<file path="config.mk">
export PLATFORM = sky130hd
export DESIGN_NAME = sync_framed_packet_parser_flat
export DESIGN_NICKNAME = d
export VERILOG_FILES = /design/src/design/sfpp_pkg.sv /design/src/design/sfpp_if.sv /design/src/design/sfpp_core.sv /design/src/design/sfpp_out_stage.sv /design/src/design/sync_framed_packet_parser.sv /design/src/flat_wrapper.sv
export SDC_FILE = /design/constraint.sdc
export NUM_CORES = 1
export LEC_CHECK = 0
export BUFFER_PORTS_ARGS = -buffer_cell sky130_fd_sc_hd__buf_2
export CORE_ASPECT_RATIO = 1.75
export CORE_MARGIN = 2
export CORE_UTILIZATION = 40
export CTS_CLUSTER_SIZE = 28
export DETAILED_ROUTE_END_ITERATION = 16
export PLACE_DENSITY = 0.69
export SYNTH_ARGS = -nofsm -noshare
export SYNTH_HDL_FRONTEND = slang
export SYNTH_SLANG_ARGS = --single-unit
</file>
<file path="constraint.sdc">
create_clock -name clk_i -period 5.89 [get_ports clk_i]
set_input_delay 1.767 -clock clk_i [delete_from_list [all_inputs] [get_ports clk_i]]
set_output_delay 1.767 -clock clk_i [all_outputs]
set_load 0.005 [all_outputs]
</file>
<file path="src/design/sfpp_pkg.sv">
// ----------------------------------------------------------------------------
// sfpp_pkg: shared types and constants for the sync framed packet parser
// Field widths, register indexes, reset values and the result word layout.
// ----------------------------------------------------------------------------
`timescale 1ns / 1ps

package sfpp_pkg;

  localparam int unsigned ByteW   = 8;
  localparam int unsigned SumW    = 16;
  localparam int unsigned CfgIdxW = 2;

  // configuration register indexes
  localparam logic [CfgIdxW-1:0] CfgSyncFirst  = 2'd0;
  localparam logic [CfgIdxW-1:0] CfgSyncSecond = 2'd1;

  localparam logic [ByteW-1:0] SyncFirstRst  = 8'd170;
  localparam logic [ByteW-1:0] SyncSecondRst = 8'd85;

  typedef struct packed {
    logic             payload_valid;
    logic [ByteW-1:0] payload_byte;
    logic [ByteW-1:0] payload_index;
    logic             frame_done;
    logic             checksum_ok;
    logic [ByteW-1:0] frame_command;
    logic [ByteW-1:0] frame_length;
  } result_t;

  // handshake between the core pipeline and the output register
  typedef struct packed {
    logic load;
    logic take;
  } out_ctrl_t;

endpackage

</file>
<file path="src/design/sfpp_if.sv">
// ----------------------------------------------------------------------------
// sfpp_rx_if / sfpp_res_if: valid/ready channels of the parser
// One word moves when valid and ready are both high at a rising edge.
// ----------------------------------------------------------------------------
`timescale 1ns / 1ps

interface sfpp_rx_if;
  logic                      valid;
  logic                      ready;
  logic [sfpp_pkg::ByteW-1:0] rx_byte;

  modport source (output valid, output rx_byte, input ready);
  modport sink   (input valid, input rx_byte, output ready);
endinterface

interface sfpp_res_if;
  logic                      valid;
  logic                      ready;
  logic                      payload_valid;
  logic [sfpp_pkg::ByteW-1:0] payload_byte;
  logic [sfpp_pkg::ByteW-1:0] payload_index;
  logic                      frame_done;
  logic                      checksum_ok;
  logic [sfpp_pkg::ByteW-1:0] frame_command;
  logic [sfpp_pkg::ByteW-1:0] frame_length;

  modport source (
    output valid, output payload_valid, output payload_byte, output payload_index,
    output frame_done, output checksum_ok, output frame_command, output frame_length,
    input ready
  );
  modport sink (
    input valid, input payload_valid, input payload_byte, input payload_index,
    input frame_done, input checksum_ok, input frame_command, input frame_length,
    output ready
  );
endinterface

</file>
<file path="src/design/sfpp_core.sv">
// ----------------------------------------------------------------------------
// sfpp_core: frame state and per-byte decode
// Sync hunt, header capture, payload streaming and checksum compare.
// ----------------------------------------------------------------------------
`timescale 1ns / 1ps

module sfpp_core (
  input  logic                       clk_i,
  input  logic                       rst_ni,
  input  logic                       step_i,
  input  logic [sfpp_pkg::ByteW-1:0] byte_i,
  input  logic [sfpp_pkg::ByteW-1:0] sync_first_i,
  input  logic [sfpp_pkg::ByteW-1:0] sync_second_i,
  output sfpp_pkg::result_t          res_o
);

  logic                      sync_half_q, sync_half_d;
  logic                      sync_full_q, sync_full_d;
  logic                      have_cmd_q, have_cmd_d;
  logic                      have_len_q, have_len_d;
  logic                      have_chk_hi_q, have_chk_hi_d;
  logic [sfpp_pkg::ByteW-1:0] cmd_q, cmd_d;
  logic [sfpp_pkg::ByteW-1:0] len_q, len_d;
  logic [sfpp_pkg::ByteW-1:0] count_q, count_d;
  logic [sfpp_pkg::ByteW-1:0] chk_hi_q, chk_hi_d;
  logic [sfpp_pkg::SumW-1:0]  sum_q, sum_d;
  logic [sfpp_pkg::SumW-1:0]  byte_ext;
  logic [sfpp_pkg::SumW-1:0]  received;

  assign byte_ext = {{(sfpp_pkg::SumW-sfpp_pkg::ByteW){1'b0}}, byte_i};
  assign received = {chk_hi_q, byte_i};

  always_comb begin
    sync_half_d   = sync_half_q;
    sync_full_d   = sync_full_q;
    have_cmd_d    = have_cmd_q;
    have_len_d    = have_len_q;
    have_chk_hi_d = have_chk_hi_q;
    cmd_d         = cmd_q;
    len_d         = len_q;
    count_d       = count_q;
    chk_hi_d      = chk_hi_q;
    sum_d         = sum_q;
    res_o         = '0;

    if (!sync_half_q || !sync_full_q) begin
      // hunting: a repeated first sync byte keeps the half match
      if (byte_i == sync_first_i) begin
        sync_half_d = 1'b1;
      end else if (sync_half_q && byte_i == sync_second_i) begin
        sync_full_d = 1'b1;
      end else begin
        sync_half_d = 1'b0;
      end
    end else if (!have_cmd_q) begin
      have_cmd_d = 1'b1;
      cmd_d      = byte_i;
      sum_d      = {{(sfpp_pkg::SumW-sfpp_pkg::ByteW){1'b0}}, sync_first_i}
                 + {{(sfpp_pkg::SumW-sfpp_pkg::ByteW){1'b0}}, sync_second_i}
                 + byte_ext;
    end else if (!have_len_q) begin
      have_len_d = 1'b1;
      len_d      = byte_i;
      count_d    = '0;
      sum_d      = sum_q + byte_ext;
    end else if (count_q < len_q) begin
      res_o.payload_valid = 1'b1;
      res_o.payload_byte  = byte_i;
      res_o.payload_index = count_q;
      count_d             = count_q + 8'd1;
      sum_d               = sum_q + byte_ext;
    end else if (!have_chk_hi_q) begin
      have_chk_hi_d = 1'b1;
      chk_hi_d      = byte_i;
    end else begin
      res_o.frame_done  = 1'b1;
      res_o.checksum_ok = (received == sum_q);
      have_cmd_d        = 1'b0;
      have_len_d        = 1'b0;
      have_chk_hi_d     = 1'b0;
      sync_half_d       = 1'b0;
      sync_full_d       = 1'b0;
    end

    res_o.frame_command = cmd_d;
    res_o.frame_length  = len_d;
  end

  always_ff @(posedge clk_i or negedge rst_ni) begin
    if (!rst_ni) begin
      sync_half_q   <= 1'b0;
      sync_full_q   <= 1'b0;
      have_cmd_q    <= 1'b0;
      have_len_q    <= 1'b0;
      have_chk_hi_q <= 1'b0;
      cmd_q         <= '0;
      len_q         <= '0;
      count_q       <= '0;
      chk_hi_q      <= '0;
      sum_q         <= '0;
    end else if (step_i) begin
      sync_half_q   <= sync_half_d;
      sync_full_q   <= sync_full_d;
      have_cmd_q    <= have_cmd_d;
      have_len_q    <= have_len_d;
      have_chk_hi_q <= have_chk_hi_d;
      cmd_q         <= cmd_d;
      len_q         <= len_d;
      count_q       <= count_d;
      chk_hi_q      <= chk_hi_d;
      sum_q         <= sum_d;
    end
  end

endmodule

</file>
<file path="src/design/sfpp_out_stage.sv">
// ----------------------------------------------------------------------------
// sfpp_out_stage: result register
// Holds one decoded result word until the sink takes it.
// ----------------------------------------------------------------------------
`timescale 1ns / 1ps

module sfpp_out_stage (
  input  logic               clk_i,
  input  logic               rst_ni,
  input  sfpp_pkg::out_ctrl_t ctrl_i,
  input  sfpp_pkg::result_t   res_i,
  output logic               valid_o,
  output logic               free_o,
  output sfpp_pkg::result_t   res_o
);

  logic              valid_q, valid_d;
  sfpp_pkg::result_t res_q;

  // free when empty or when the word held now leaves this cycle
  assign free_o  = !valid_q || ctrl_i.take;
  assign valid_d = ctrl_i.load || (valid_q && !ctrl_i.take);

  always_ff @(posedge clk_i or negedge rst_ni) begin
    if (!rst_ni) begin
      valid_q <= 1'b0;
    end else begin
      valid_q <= valid_d;
    end
  end

  always_ff @(posedge clk_i) begin
    if (ctrl_i.load) begin
      res_q <= res_i;
    end
  end

  assign valid_o = valid_q;
  assign res_o   = res_q;

endmodule

</file>
<file path="src/design/sync_framed_packet_parser.sv">
// ----------------------------------------------------------------------------
// sync_framed_packet_parser: streaming parser for sync-framed byte packets
// Hunts for a two-byte sync, then decodes command, length, payload, checksum.
//
//   channel  dir  payload                                    role
//   rx_i     in   rx_byte                                    received bytes
//   res_o    out  payload_valid/byte/index, frame_done,      one word per byte
//                 checksum_ok, frame_command, frame_length
//   cfg_*    in   cfg_idx_i, cfg_data_i                      sync byte setup
//
// One byte per cycle sustained while res_o.ready stays high; an accepted byte
// passes through the input register, then the result register. Frame state is
// updated as a byte moves from the input register into the result register.
// Reset clears all frame state and restores the sync bytes to 0xAA / 0x55.
// A stalled sink holds the result word; rx_i.ready drops only when both the
// input and result registers are full and the result is not being taken.
// ----------------------------------------------------------------------------
`timescale 1ns / 1ps

module sync_framed_packet_parser (
  input  logic                           clk_i,
  input  logic                           rst_ni,
  input  logic                           cfg_we_i,
  input  logic [sfpp_pkg::CfgIdxW-1:0]   cfg_idx_i,
  input  logic [sfpp_pkg::ByteW-1:0]     cfg_data_i,
  sfpp_rx_if.sink                        rx_i,
  sfpp_res_if.source                     res_o
);

  logic [sfpp_pkg::ByteW-1:0] sync_first_q;
  logic [sfpp_pkg::ByteW-1:0] sync_second_q;
  logic                       in_valid_q;
  logic [sfpp_pkg::ByteW-1:0] in_byte_q;
  logic                       step;
  logic                       out_valid;
  logic                       out_free;
  sfpp_pkg::out_ctrl_t        out_ctrl;
  sfpp_pkg::result_t          core_res;
  sfpp_pkg::result_t          out_res;

  always_ff @(posedge clk_i or negedge rst_ni) begin
    if (!rst_ni) begin
      sync_first_q  <= sfpp_pkg::SyncFirstRst;
      sync_second_q <= sfpp_pkg::SyncSecondRst;
    end else if (cfg_we_i) begin
      unique case (cfg_idx_i)
        sfpp_pkg::CfgSyncFirst:  sync_first_q  <= cfg_data_i;
        sfpp_pkg::CfgSyncSecond: sync_second_q <= cfg_data_i;
        default: ;
      endcase
    end
  end

  // input register
  assign step       = in_valid_q && out_free;
  assign rx_i.ready = !in_valid_q || out_free;

  always_ff @(posedge clk_i or negedge rst_ni) begin
    if (!rst_ni) begin
      in_valid_q <= 1'b0;
    end else if (rx_i.ready) begin
      in_valid_q <= rx_i.valid;
    end
  end

  always_ff @(posedge clk_i) begin
    if (rx_i.valid && rx_i.ready) begin
      in_byte_q <= rx_i.rx_byte;
    end
  end

  sfpp_core u_core (
    .clk_i         (clk_i),
    .rst_ni        (rst_ni),
    .step_i        (step),
    .byte_i        (in_byte_q),
    .sync_first_i  (sync_first_q),
    .sync_second_i (sync_second_q),
    .res_o         (core_res)
  );

  assign out_ctrl = '{load: step, take: out_valid && res_o.ready};

  sfpp_out_stage u_out (
    .clk_i   (clk_i),
    .rst_ni  (rst_ni),
    .ctrl_i  (out_ctrl),
    .res_i   (core_res),
    .valid_o (out_valid),
    .free_o  (out_free),
    .res_o   (out_res)
  );

  assign res_o.valid         = out_valid;
  assign res_o.payload_valid = out_res.payload_valid;
  assign res_o.payload_byte  = out_res.payload_byte;
  assign res_o.payload_index = out_res.payload_index;
  assign res_o.frame_done    = out_res.frame_done;
  assign res_o.checksum_ok   = out_res.checksum_ok;
  assign res_o.frame_command = out_res.frame_command;
  assign res_o.frame_length  = out_res.frame_length;

  // a checksum verdict only comes with the end of a frame
  a_ok_needs_done: assert property (@(posedge clk_i) disable iff (!rst_ni)
    res_o.valid && res_o.checksum_ok |-> res_o.frame_done)
    else $error("checksum_ok without frame_done");

  // payload index stays inside the declared length
  a_index_in_len: assert property (@(posedge clk_i) disable iff (!rst_ni)
    res_o.valid && res_o.payload_valid |-> res_o.payload_index < res_o.frame_length)
    else $error("payload index beyond frame length");

  // a byte is either payload or the frame end, never both
  a_payload_not_done: assert property (@(posedge clk_i) disable iff (!rst_ni)
    res_o.valid && res_o.payload_valid |-> !res_o.frame_done)
    else $error("payload byte flagged as frame end");

  // a byte in the input register reaches the result register once it is free
  a_step_loads: assert property (@(posedge clk_i) disable iff (!rst_ni)
    in_valid_q && out_free |=> out_valid)
    else $error("decoded byte lost between stages");

endmodule
</file>
<file path="src/flat_wrapper.sv">
// flat-port wrapper written by rule: the top's interface ports become plain ports
module sync_framed_packet_parser_flat 
  (clk_i, rst_ni, cfg_we_i, cfg_idx_i, cfg_data_i, rx_i_valid, rx_i_rx_byte, rx_i_ready, res_o_valid, res_o_payload_valid, res_o_payload_byte, res_o_payload_index, res_o_frame_done, res_o_checksum_ok, res_o_frame_command, res_o_frame_length, res_o_ready);
  sfpp_rx_if rx_i_i ();
  sfpp_res_if res_o_i ();
  input  logic clk_i;
  input  logic rst_ni;
  input  logic cfg_we_i;
  input  logic [sfpp_pkg::CfgIdxW-1:0] cfg_idx_i;
  input  logic [sfpp_pkg::ByteW-1:0] cfg_data_i;
  input wire logic [$bits(rx_i_i.valid)-1:0] rx_i_valid;
  input wire logic [$bits(rx_i_i.rx_byte)-1:0] rx_i_rx_byte;
  output wire logic [$bits(rx_i_i.ready)-1:0] rx_i_ready;
  output wire logic [$bits(res_o_i.valid)-1:0] res_o_valid;
  output wire logic [$bits(res_o_i.payload_valid)-1:0] res_o_payload_valid;
  output wire logic [$bits(res_o_i.payload_byte)-1:0] res_o_payload_byte;
  output wire logic [$bits(res_o_i.payload_index)-1:0] res_o_payload_index;
  output wire logic [$bits(res_o_i.frame_done)-1:0] res_o_frame_done;
  output wire logic [$bits(res_o_i.checksum_ok)-1:0] res_o_checksum_ok;
  output wire logic [$bits(res_o_i.frame_command)-1:0] res_o_frame_command;
  output wire logic [$bits(res_o_i.frame_length)-1:0] res_o_frame_length;
  input wire logic [$bits(res_o_i.ready)-1:0] res_o_ready;
  assign rx_i_i.valid = rx_i_valid;
  assign rx_i_i.rx_byte = rx_i_rx_byte;
  assign rx_i_ready = rx_i_i.ready;
  assign res_o_valid = res_o_i.valid;
  assign res_o_payload_valid = res_o_i.payload_valid;
  assign res_o_payload_byte = res_o_i.payload_byte;
  assign res_o_payload_index = res_o_i.payload_index;
  assign res_o_frame_done = res_o_i.frame_done;
  assign res_o_checksum_ok = res_o_i.checksum_ok;
  assign res_o_frame_command = res_o_i.frame_command;
  assign res_o_frame_length = res_o_i.frame_length;
  assign res_o_i.ready = res_o_ready;
  sync_framed_packet_parser u_core (.clk_i(clk_i), .rst_ni(rst_ni), .cfg_we_i(cfg_we_i), .cfg_idx_i(cfg_idx_i), .cfg_data_i(cfg_data_i), .rx_i(rx_i_i), .res_o(res_o_i));
endmodule
</file>
After elaboration in Yosys (flattened, before gate mapping)
Cells that the tools add are included.
{"block": "totals", "ff_bits": 114, "input_bits": 23, "output_inout_bits": 37, "elab_cells": 100}
{"block": "classes", "addsub": 4, "order_cmp": 1, "eq_ne": 10, "mux": 26, "bitwise_logic": 5, "n_reduce_logical": 32}
{"operator": "2-to-1 mux 8 bit", "n": 7}
{"operator": "2-to-1 mux 16 bit", "n": 3}
{"operator": "2-to-1 mux 17 bit", "n": 1}
{"operator": "adder 16 x 8 -> 16 bit", "n": 1}
{"operator": "equality test 16 bit", "n": 1}
{"operator": "equality test 8 bit", "n": 2}
{"operator": "2-to-1 mux 1 bit", "n": 14}
{"operator": "AND reduction 6 bit", "n": 2}
{"operator": "adder 9 x 8 -> 10 bit", "n": 1}
{"operator": "adder 8 x 8 -> 9 bit", "n": 1}
{"operator": "adder 8 x 1 -> 8 bit, second input constant", "n": 1}
{"operator": "< comparator 8 bit", "n": 1}
{"operator": "OR reduction 4 bit", "n": 2}
{"operator": "AND reduction 7 bit", "n": 1}
{"operator": "AND reduction 2 bit", "n": 3}
{"operator": "AND reduction 3 bit", "n": 2}
{"operator": "nonzero test 2 bit", "n": 3}
{"operator": "logical AND 1 bit", "n": 5}
{"operator": "zero test 1 bit", "n": 5}
{"operator": "NOT 1 bit", "n": 5}
{"operator": "AND reduction 5 bit", "n": 1}
{"operator": "OR reduction 5 bit", "n": 1}
{"operator": "logical OR 1 bit", "n": 4}
{"operator": "inequality test 2 x 1 -> 1 bit, second input constant", "n": 2}
{"operator": "other kinds (8)", "n": 9}

Logic depth before layout (Yosys ltp)
{"block": "logic_depth", "word_depth": 5, "depth_mapped": 11, "ltp_nobuf": 11}

By module
Synthesis repeated with hierarchy kept, for this count alone.
{"block": "unflattened", "cells_unflattened": 513, "area_unflattened_um2": 5989.5}
{"module": "sfpp_core", "n_inst": 1, "cells_per_inst": 427, "area_per_inst_um2": 3973.8, "seq_area_each_um2": 1326.3}
{"module": "sfpp_out_stage", "n_inst": 1, "cells_per_inst": 38, "area_per_inst_um2": 1098.6, "seq_area_each_um2": 1076.0}
{"module": "sync_framed_packet_parser", "n_inst": 1, "cells_per_inst": 48, "area_per_inst_um2": 917.1, "seq_area_each_um2": 675.6}

Least setup slack after synthesis
OpenSTA, ideal clock, no wires.
{"block": "synth_timing", "path_type": "input to output", "startpoint": "input res_o_ready", "endpoint": "output rx_i_ready", "arrival_time_ps": 1941, "required_ps": 4123, "path_slack_ps": 2182, "cell_stages": 1, "path_buffers": 0, "path_cell_list": "nand3b_1"}
{"block": "synth_between", "elab_chain_cells": 3}
{"item": "start, declared", "line": "flat_wrapper.sv:22", "text": "input wire logic [$bits(res_o_i.ready)-1:0] res_o_ready;"}
{"item": "logical AND 1 bit", "line": "sync_framed_packet_parser.sv:82", "text": "assign out_ctrl = '{load: step, take: out_valid && res_o.ready};"}
{"item": "logical OR 1 bit", "line": "sfpp_out_stage.sv:21", "text": "assign free_o = !valid_q || ctrl_i.take;"}
{"item": "logical OR 1 bit", "line": "sync_framed_packet_parser.sv:56", "text": "assign rx_i.ready = !in_valid_q || out_free;"}
{"item": "end, declared", "line": "flat_wrapper.sv:13", "text": "output wire logic [$bits(rx_i_i.ready)-1:0] rx_i_ready;"}
No other way between the ends.

Worst setup path after layout
Ends and elaborated chain as after synthesis.

==> summary.md <==
| Metric | Value |
|---|---|
| Endpoint class of the critical path | `output port` |
| Slew @ Worst Pin | `1.22 ns` |
| Gpl congestion | `0.846` |
| DRC viols | `0` |
| Fraction of layout cells with a size suffix above 1 | `roughly a quarter` |
| HPWL Detailed | `10,000 um` |
| CP peak stage delay | `roughly 0.18 ns` |
| CTS tree | `done` |
| Congestion Overflow GR | `0` |
| Core area | `14,800 um2` |
| Synth unique cells | `62` |
| Clk slew on worst S/H paths | `0.06 ns` |
| Routed Antenna Nets | `0` |
| Fin Setup TNS | `0 ns` |
| Hold Crit Class | `register to register` |
| Fin nets | `657` |
| Top Ports | `60` |
| Ys async rst share | `62.3%` |
| Cells resized by post-CTS repair | `0` |
| Kind of critical path | `input pin to output port` |
| Pre-antenna DRT Iters | `5` |
| Final core area utilization | `47.9%` |
| Worst EP arrival | `2.19 ns` |
| Syn Inst Count | `527` |
| Max Cap Violations | `0` |
| Worst EP required | `4.12 ns` |
| Max Slew Vio Count | `0` |
| Total wire length | `around 14,000 um` |
| First-pass GRT wire length | `between 20,000 and 25,000 um` |
| RSZ-0062 raised after global routing | `no` |
| CP max FO | `3` |
| VDD IR max | `0.200 mV` |
| Vias in the first global route | `~4,600` |
| Leakage Power | `around 0.0032 uW` |
| DR iter-0 viols | `223` |
| Yosys reg bits | `around 110` |
| Clk Latency, worst-skew pair | `0.42 ns` |
| Crit share post-route | `67.2%` |
| Fmax | `roughly 250 MHz` |
| Total CTS buffers | `17` |
| Final setup fails | `0` |
| Post-CTS Setup Inserts | `0` |
| IO Port Bufs | `59` |
| Row count | `59` |
| Die area | `~16,000 um2` |
| Seq/Total Area, Yosys | `50.8%` |
| CTS Buffer Depth | `2` |
| Layout Skew | `0.0114 ns` |
| Syn avg cell area | `11.5 um2` |
| Cell Chain, Critical Path | `buf_2 > nand3b_1 > buf_2` |
| Starting density of the core | `about two fifths` |
| Antenna violations before repair | `0` |
| YS warnings | `0` |
| Post-synth EDFFs | `43` |
| CP dominant cell by count | `buf_2` |
| WP buf/inv | `2` |
| CTS root buffer | `clkbuf_16` |
| Power per standard cell area | `324 nW/um2` |
| Pin count of the biggest net entering global routing | `38` |
| Headroom to the max-slew limit | `18.3%` |
| GRT Util Overall | `18.2%` |
| CTS H-tree lvls | `4` |
| Slowest cell on the critical path | `nand3b_1` |
| Run status | `complete, no violations` |
| Fin crit period | `3.96 ns` |
| Final count of hold timing violations | `0` |
| Top FF cell, synth | `dfrtp_1` |
| Startpoint Class | `input pin` |
| Vias | `4,301` |
| Chip Height | `167 um` |
| Routed vias/inst | `5.45` |
| CP top delay family | `buffers and inverters` |
| Die Wd | `97 um` |
| Area Growth Syn to Fin | `17.4%` |
| Cts hold-fix bufs | `0` |
| Post-Syn Area | `6050 um2` |
| Ant diodes | `0` |
| Syn_nets | `591` |
| WL per Instance | `17.8 um` |
| Clk sinks | `114` |
power by group:
| part | leakage (uW) | switching (uW) | total (uW) | internal (uW) |
|---|---|---|---|---|
| Combinational | 0.00158 | 218 | 389 | 172 |
| Sequential | 0.00130 | 42.3 | 915 | 873 |
| Clock | 0.000270 | 380 | 998 | 618 |
| Total | 0.00315 | 640 | 2300 | 1660 |
cell families (layout without fill, tap and decap cells):
family / after synthesis / in the layout / synth area share, %
compound gates: 94 / 94 / 10.5
fa+ha+maj: 41 / 41 / 9.71
flops: 114 / 114 / 50.8
buf+inv: 36 / 115 / 2.44
simple gates: 175 / 175 / 14.8
mux: 42 / 42 / 8.14
xor+xnor: 25 / 25 / 3.62
per-stage QoR:
step | cell area, um2 | std cells | hold WS, ns | total power (uW) | setup WS [ns]
floorplan | 6050 | 527 | 0.440 | 1180 | 2.18
global placement | 6540 | 757 | 0.452 | 1300 | 1.93
detailed placement | 6540 | 757 | 0.465 | 1310 | 1.80
CTS | 7110 | 789 | 0.478 | 2310 | 1.93
global route | 7110 | 789 | 0.505 | 2400 | 1.92
finish | 7110 | 789 | 0.473 | 2300 | 1.93
cell usage after synthesis, types with 7 or more instances:
library cell	instances	area share, %
nand2_1	76	4.7
dfrtp_1	63	26
edfxtp_1	43	21
ha_1	31	6.4
mux2_2	26	4.8
o21ai_0	26	2.1
a21oi_1	20	1.7
inv_1	20	1.2
and2_1	19	2.0
nand3_1	16	1.3
xor2_1	13	1.9
xnor2_1	12	1.7
nand2b_1	11	1.1
clkbuf_1	10	0.62
fa_1	10	3.3
nor4_1	9	0.93
dfstp_2	8	3.5
mux2_4	8	2.0
mux2i_1	8	1.3
nor2_1	8	0.50
nor3_1	7	0.58
o21a_1	7	0.87
worst reg2reg max path, delay by kind of cell (launching register included):
kind / cells / cell delay, ns
compound gates: 5 / 0.87
fa+ha+maj: 3 / 1.22
flops: 1 / 0.74
xor+xnor: 1 / 0.29
final timing paths:
kind,startpoint,end,slack [ns],cells past startpoint
worst max register to register,u_core.in_byte_q[1],u_core.u_core.sum_q[7],2.65,9
worst min-delay path,u_core.u_core.cmd_q[1],u_core.u_core.cmd_q[1],0.47,2
min in group asynchronous,rst_ni,u_core.u_core.chk_hi_q[3],1.44,1
max in group asynchronous,rst_ni,u_core.sync_first_q[1],3.41,2
worst min register to register,u_core.u_core.cmd_q[1],u_core.u_core.cmd_q[1],0.47,2
worst max-delay path,res_o_ready,rx_i_ready,1.93,3
final cells by class:
| class | instances | area (um2) |
|---|---|---|
| clock buffers | 18 | 429 |
| clock inverters | 14 | 140 |
| fillers | 1305 | 7730 |
| inverters | 21 | 78.8 |
| multi-input cells | 377 | 2840 |
| flip-flops and latches | 114 | 3080 |
| well taps | 183 | 229 |
| repair buffers | 62 | 318 |
cell usage in the layout (no fill, tap or decap), types with 16 or more instances in the layout:
cell,n
nand3_1,16
and2_1,19
buf_2,59
ha_1,31
dfrtp_1,63
mux2_2,26
a21oi_1,20
o21ai_0,26
edfxtp_1,43
clkbuf_16,17
nand2_1,76
inv_1,20
sequential cells by signal (all words and copies together), names as in the netlist:
| register | flops |
|---|---|
| u_core.u_out.res_o | 35 |
| u_core.u_core.sum_q | 16 |
| u_core.in_byte_q | 8 |
| u_core.sync_first_q | 8 |
| u_core.sync_second_q | 8 |
| u_core.u_core.chk_hi_q | 8 |
| u_core.u_core.cmd_q | 8 |
| u_core.u_core.count_q | 8 |
| u_core.u_core.len_q | 8 |
| u_core.in_valid_q | 1 |
| u_core.u_core.have_chk_hi_q | 1 |
| u_core.u_core.have_cmd_q | 1 |
| u_core.u_core.have_len_q | 1 |
| u_core.u_core.sync_full_q | 1 |
| u_core.u_core.sync_half_q | 1 |
| u_core.u_out.valid_o | 1 |
routing by layer:
layer	up-vias	GRT usage [%]	wire, um	share of wire (%)
li1	2025	-	-	-
met1	2149	19.2	5180	37
met2	101	34.4	8030	57
met3	26	3.44	466	3.3
met4	0	8.27	350	2.5
met5	-	0	0	0
No activity file was read; power rests on OpenSTA's default activity.
